--- src/rtl/bpc_sdiv.sv ---
// ----------------------------------------------------------------------------
// bpc_sdiv: pipelined signed divider
// Restoring division, one quotient bit per stage, truncated toward zero.
// A zero divisor gives a zero quotient. Side data travels with each word.
// ----------------------------------------------------------------------------
module bpc_sdiv #(
   parameter int NW = 8,
   parameter int DW = 8,
   parameter int SW = 1
) (
   input  logic          clock,
   input  logic          reset,
   input  logic          en,
   input  logic          in_valid,
   input  logic [NW-1:0] num,
   input  logic [DW-1:0] den,
   input  logic [SW-1:0] side_in,
   output logic          out_valid,
   output logic [NW-1:0] quo,
   output logic [SW-1:0] side_out
);

   logic          v_ff    [NW+1];
   logic [DW-1:0] rem_ff  [NW+1];
   logic [NW-1:0] qn_ff   [NW+1];
   logic [DW-1:0] d_ff    [NW+1];
   logic          neg_ff  [NW+1];
   logic          dz_ff   [NW+1];
   logic [SW-1:0] sd_ff   [NW+1];
   logic          vout_ff;
   logic [NW-1:0] quo_ff;
   logic [SW-1:0] sout_ff;

   // Entry: magnitudes and sign
   always_ff @(posedge clock) begin
      if (reset) begin
         v_ff[0] <= 1'b0;
      end else if (en) begin
         v_ff[0] <= in_valid;
      end
   end

   always_ff @(posedge clock) begin
      if (en) begin
         rem_ff[0] <= '0;
         qn_ff[0]  <= num[NW-1] ? -num : num;
         d_ff[0]   <= den[DW-1] ? -den : den;
         neg_ff[0] <= num[NW-1] ^ den[DW-1];
         dz_ff[0]  <= (den == '0);
         sd_ff[0]  <= side_in;
      end
   end

   // One quotient bit per stage
   for (genvar k = 0; k < NW; k++) begin : g_step
      logic [DW:0]   tmp;
      logic [DW:0]   sub;
      logic          ge;
      logic [DW-1:0] rem_in;

      always_comb begin
         tmp    = {rem_ff[k], qn_ff[k][NW-1]};
         sub    = tmp - {1'b0, d_ff[k]};
         ge     = (tmp >= {1'b0, d_ff[k]});
         rem_in = ge ? sub[DW-1:0] : tmp[DW-1:0];
      end

      always_ff @(posedge clock) begin
         if (reset) begin
            v_ff[k+1] <= 1'b0;
         end else if (en) begin
            v_ff[k+1] <= v_ff[k];
         end
      end

      always_ff @(posedge clock) begin
         if (en) begin
            rem_ff[k+1] <= rem_in;
            qn_ff[k+1]  <= {qn_ff[k][NW-2:0], ge};
            d_ff[k+1]   <= d_ff[k];
            neg_ff[k+1] <= neg_ff[k];
            dz_ff[k+1]  <= dz_ff[k];
            sd_ff[k+1]  <= sd_ff[k];
         end
      end
   end

   // Exit: apply sign, zero divisor case
   always_ff @(posedge clock) begin
      if (reset) begin
         vout_ff <= 1'b0;
      end else if (en) begin
         vout_ff <= v_ff[NW];
      end
   end

   always_ff @(posedge clock) begin
      if (en) begin
         if (dz_ff[NW]) begin
            quo_ff <= '0;
         end else if (neg_ff[NW]) begin
            quo_ff <= -qn_ff[NW];
         end else begin
            quo_ff <= qn_ff[NW];
         end
         sout_ff <= sd_ff[NW];
      end
   end

   assign out_valid = vout_ff;
   assign quo       = quo_ff;
   assign side_out  = sout_ff;

endmodule

--- config.mk ---
export PLATFORM = sky130hd
export DESIGN_NAME = bpc_sdiv
export DESIGN_NICKNAME = d
export VERILOG_FILES = /design/src/rtl/bpc_sdiv.sv
export SDC_FILE = /design/constraint.sdc
export NUM_CORES = 1
export LEC_CHECK = 0
export BUFFER_PORTS_ARGS = -buffer_cell sky130_fd_sc_hd__buf_2
export CAP_MARGIN = 40
export CORE_MARGIN = 2
export CORE_UTILIZATION = 45
export CTS_CLUSTER_DIAMETER = 60
export DETAILED_ROUTE_END_ITERATION = 7
export HOLD_SLACK_MARGIN = 0.15
export MAX_ROUTING_LAYER = met4
export SLEW_MARGIN = 10
export SYNTH_ARGS = -nofsm -noshare
export SYNTH_HDL_FRONTEND = slang
export SYNTH_SLANG_ARGS = --single-unit
--- constraint.sdc ---
create_clock -name clock -period 4 [get_ports clock]
set_input_delay 0.4 -clock clock [delete_from_list [all_inputs] [get_ports clock]]
set_output_delay 0.4 -clock clock [all_outputs]
set_load 0.05 [all_outputs]
Word level (Yosys, flattened, before mapping)
Memory sizes are Yosys's and may differ from the RTL's. A register that Yosys moved wholly into a read port is not among the register bits.
Index checks and enable logic that the tools add are counted.
{ "word_totals": {"register_bits": 8, "latch_bits": 0, "ram_bits": 252, "rom_bits": 0, "input_bits": 21, "out_inout_bits": 10, "word_cells": 64, "n_memories": 7} }
{ "mem_list": {"columns": ["name", "words", "word_bits", "read_ports", "rd_clocked_by_memory_dff", "write_ports", "line_no", "rtl"], "rows": [
  ["d_ff", 9, 8, 8, 0, 9, "26", "logic [DW-1:0] d_ff [NW+1];"],
  ["qn_ff", 9, 8, 9, 0, 9, "25", "logic [NW-1:0] qn_ff [NW+1];"],
  ["rem_ff", 9, 8, 8, 0, 9, "24", "logic [DW-1:0] rem_ff [NW+1];"],
  ["dz_ff", 9, 1, 9, 0, 9, "28", "logic dz_ff [NW+1];"],
  ["neg_ff", 9, 1, 9, 0, 9, "27", "logic neg_ff [NW+1];"],
  ["sd_ff", 9, 1, 9, 1, 9, "29", "logic [SW-1:0] sd_ff [NW+1];"],
  ["1 more memories", null, null, null, null, null, null, null]
]} }
{ "op_classes": {"addsub": 11, "mul": 0, "n_div": 0, "magnitude_cmp": 8, "eq_ne": 0, "shift": 0, "n_mux": 26, "bitwise_logic": 10, "reduce_logical": 1} }
{ "ops": {"columns": ["cell", "count"], "rows": [
  ["$mux W8", 11],
  ["$ge A9 B8 Y1", 8],
  ["$sub A8 B8 Y8", 8],
  ["$neg A8 Y8", 3],
  ["$mux W1", 15],
  ["$or A1 B1 Y1", 9],
  ["$logic_not A8 Y1", 1],
  ["$xor A1 B1 Y1", 1]
]} }

Logic depth before layout (Yosys ltp)
{ "depth": {"word_depth": 4, "depth_mapped": 9, "ltp_nobuf": 8} }

Worst setup path after synthesis
Ideal clock, no wire load.
{ "synth_timing": {"path_type": "reg-to-reg", "startpoint": "memory rem_ff[1][5], in the netlist rem_ff[0][13]", "endpoint": "memory rem_ff[2][2], in the netlist rem_ff[0][18], data pin", "setup_time_ns": 0.260, "t_arrival_ns": 1.900, "required_ns": 3.740, "slack_ns": 1.840, "path_stages_with_launch": 7, "path_buffers": 1, "period_less_slack_ns": 2.160, "path_cell_list": "edfxtp_1 > ha_1 > a21o_1 > a2111oi_2 > o21a_1 > buf_6 > mux2_4"} }
{ "synth_rtl": {"columns": ["item", "line_no"], "rows": [
  ["start: declaration", "24"]
]} }

==> out/metrics.yaml <==
sta:
  fin_worst_skew_ns: 0.00875
  finalSetupTns_ns: 0
  hold_viol_final: 0
  holdWs_ns: 0.193
  fmax_mhz: 392
  period_share: 0.638
  grt_setup_unrepaired: "false"
  setup_violations: 0
  fin_crit_ns: 2.55
  slew_headroom: 0.489
  worst_slack_ns: 1.45
  worstMarginPinSlew_ns: 0.767
  maxSlewViolCount: 0
synthesis:
  synth_area_leader_cell: "edfxtp_1"
  seq_area_frac_synth: 0.637
  synth.most_common_cell: "edfxtp_1"
  synth.avg_cell_area_sq_um: 14.5
  synth_cell_types: 53
  syn_nets: 860
  synth.area.top_cells: "edfxtp_1 (64%), ha_1 (6.8%), mux2_4 (4.6%), inv_1 (2.9%), xnor2_1 (2.1%)"
  syn-cell-area_sq_mm: 0.0112
  synthCells: 772
  synth_seq_cells: 238
  synth_top_area_share: 0.635
  ys_warn_count: 0
  synth-edff-count: 237
  synth.top_cells.by_count: "edfxtp_1 (237), inv_1 (88), ha_1 (61)"
  async_flop_share: 0
  synth-main-ff-cell: "edfxtp_1"
place:
  gp_congestion: 0.928
  hpwl_um: 12200
  pre_cts_ws_ns: 1.46
  portBuffers: 30
  place_inst: 1113
  placed_area_sq_mm: 0.0117
route:
  avgViaCountPerCell: 5.20
  dr.pass1.iters: 4
  drc: 0
  routed_wl_um: 17500
  drt-initial-drc-count: 317
  wl_per_cell_um: 15.0
  antenna_left: 0
  vias: 6058
run:
  drv_cap: 0
critical_path:
  slowest_stage: "o21a_1"
  max_stage_delay_ns: 0.52
  r2r_start: "rem_ff[0][53]$_DFFE_PP_"
  crit_required_ns: 4.27
  crit_path_start_kind: "flip-flop"
  worst-r2r-cell-count: 5
  path_class: "reg -> reg"
  r2r-end: "rem_ff[0][61]$_DFFE_PP_"
  critPathMaxFanout: 9
  path_cells: "ha_1 > a21o_1 > a2111oi_2 > o21a_1 > mux2_4"
  r2r_slack_ns: 1.45
  crit_start: "rem_ff[0][53]$_DFFE_PP_"
  end_kind: "flip-flop"
  cp.arrival_ns: 2.82
cts:
  cts_resized: 0
  clock_path_buffers: 3
  clock_sinks: 238
  htreeDepth: 1
  numCtsBuffers: 27
  cts_tree: "done"
  post_cts_buffers: 0
  path_clk_slew_ns: 0.06
  clk_latency_ns: 0.52
  root_buffer: "clkbuf_16"
hold_path:
  min-delay-start: "num[6]"
  hold_path_depth: 2
  min_to: "qn_ff[0][6]$_DFFE_PP_"
  hp-class: "in -> reg"
layout:
  nets: 911
  fin_area_sq_mm: 0.0126
  drive_gt1_frac: 0.159
  fillers: 2055
  areaGrowthSynthToFinish_pct: 12.5
  diodes: 0
  seq_area_sq_mm: 0.00714
  multi_input_area_sq_mm: 0.00363
  instances_no_fill: 1166
  final_util: 0.517
global_route:
  antenna_found_initial: 0
  grt_max_degree: 101
  grt_pass1_wl_um: 29300
  grt_pass1_vias: 6243
  grt_overflow: 0
  track_usage: 0.141
die:
  dieArea_sq_mm: 0.0262
  rows: 57
  die_h_um: 162
  die_x_um: 162
  ios: 31
  start_util: 0.459
  core_sq_mm: 0.0244
power_and_ir_drop:
  swShare: 0.267
  power.internal_mw: 5.35
  p_leak_nw: 5.03
  finalPower_mw: 7.30
  p_comb_frac: 0.230
  clkPwrFrac: 0.320
  power_frac_seq: 0.450
  power_density_mw_per_mm2: 579
  switchingPower_mw: 1.95
  ir_drop_mv: 0.327
run_status:
  status: "completed"
critical path: cells and delay by family (launching register included):
family / cells / cell delay [ns]
adder cells (fa/ha/maj): 1 / 0.38
flip-flops: 1 / 0.40
multiplexers: 1 / 0.34
AO/OA/AOI/OAI: 3 / 1.18
sequential cells by signal, summed over array words and instances, names as in the netlist:
| register | cells |
|---|---|
| quo | 8 |
| rem_ff | 56 |
| neg_ff | 9 |
| v_ff | 9 |
| out_valid | 1 |
| sd_ff | 9 |
| side_out | 1 |
| qn_ff | 72 |
| d_ff | 64 |
| dz_ff | 9 |
metal layers:
layer | GRT usage | routed length, um
met2 | 0.259 | 9310
met3 | 0.0248 | 597
met5 | - | 0
met1 | 0.149 | 6910
met4 | 0.0583 | 694
layout make-up:
| type | count | share of cell area |
|---|---|---|
| Clock buffer | 28 | 0.0539 |
| Tap cell | 324 | 0.0322 |
| Timing Repair Buffer | 38 | 0.0195 |
| Sequential cell | 238 | 0.566 |
| Inverter | 89 | 0.0265 |
| Clock inverter | 20 | 0.0138 |
| Multi-Input combinational cell | 429 | 0.288 |
cells in the final DEF, fill, tap and decap left out, types with 5 or more instances in the layout:
cell type      synthesis  layout
fa_1                   6       6
a21oi_1               17      17
mux2i_1               14      14
mux2_4                34      34
nand2_1               21      21
inv_1                 88      88
a211oi_1               6       6
clkinv_2               0       5
xor2_1                 9       9
nor4_1                 9       9
a211o_1                8       8
edfxtp_1             237     237
o21a_1                10      10
dlygate4sd3_1          0       5
xnor2_1               27      27
a311o_1                6       6
nand3_1               12      12
o31a_1                 6       6
nand2b_1              14      14
a21o_1                17      17
clkbuf_16              0      27
nor2_1                39      39
and2_1                10      10
o21ai_0               16      16
nor2b_1                8       8
ha_1                  61      61
nor3_1                24      24
buf_2                  9      29
kinds of logic after synthesis:
kind of cell / count (synthesis) / synth area share
adder cells (fa/ha/maj): 67 / 0.0789
AO/OA/AOI/OAI: 123 / 0.0884
flip-flops: 238 / 0.637
AND/OR/NAND/NOR: 155 / 0.0706
multiplexers: 48 / 0.0581
buffers and inverters: 105 / 0.0389
XOR/XNOR: 36 / 0.0281
worst max path at each step:
stage,endpoint,slack [ns],depth (start not counted)
floorplan,rem_ff[0][18]$_DFFE_PP_,1.84,6
global placement,rem_ff[0][31]$_DFFE_PP_,1.58,5
detailed placement,rem_ff[0][21]$_DFFE_PP_,1.46,5
CTS,rem_ff[0][20]$_DFFE_PP_,1.45,5
global route,rem_ff[0][58]$_DFFE_PP_,1.34,6
finish,rem_ff[0][61]$_DFFE_PP_,1.45,5
power groups by stage:
stage                     logic, mW  clock network (mW)  registers, mW
after floorplan                1.35                   0           3.31
after global placement         1.58                   0           3.33
after detailed placement       1.67                   0           3.34
after CTS                      1.68                2.41           3.29
after global routing           1.86                2.50           3.32
final                          1.68                2.34           3.28
what timing repair did:
item / CTS / global route
hold buffers: 5 / 0
endpoints found under the setup margin: 0 / 0
hold endpoints to repair: 5 / 0
(Power assumes the default switching activity.)
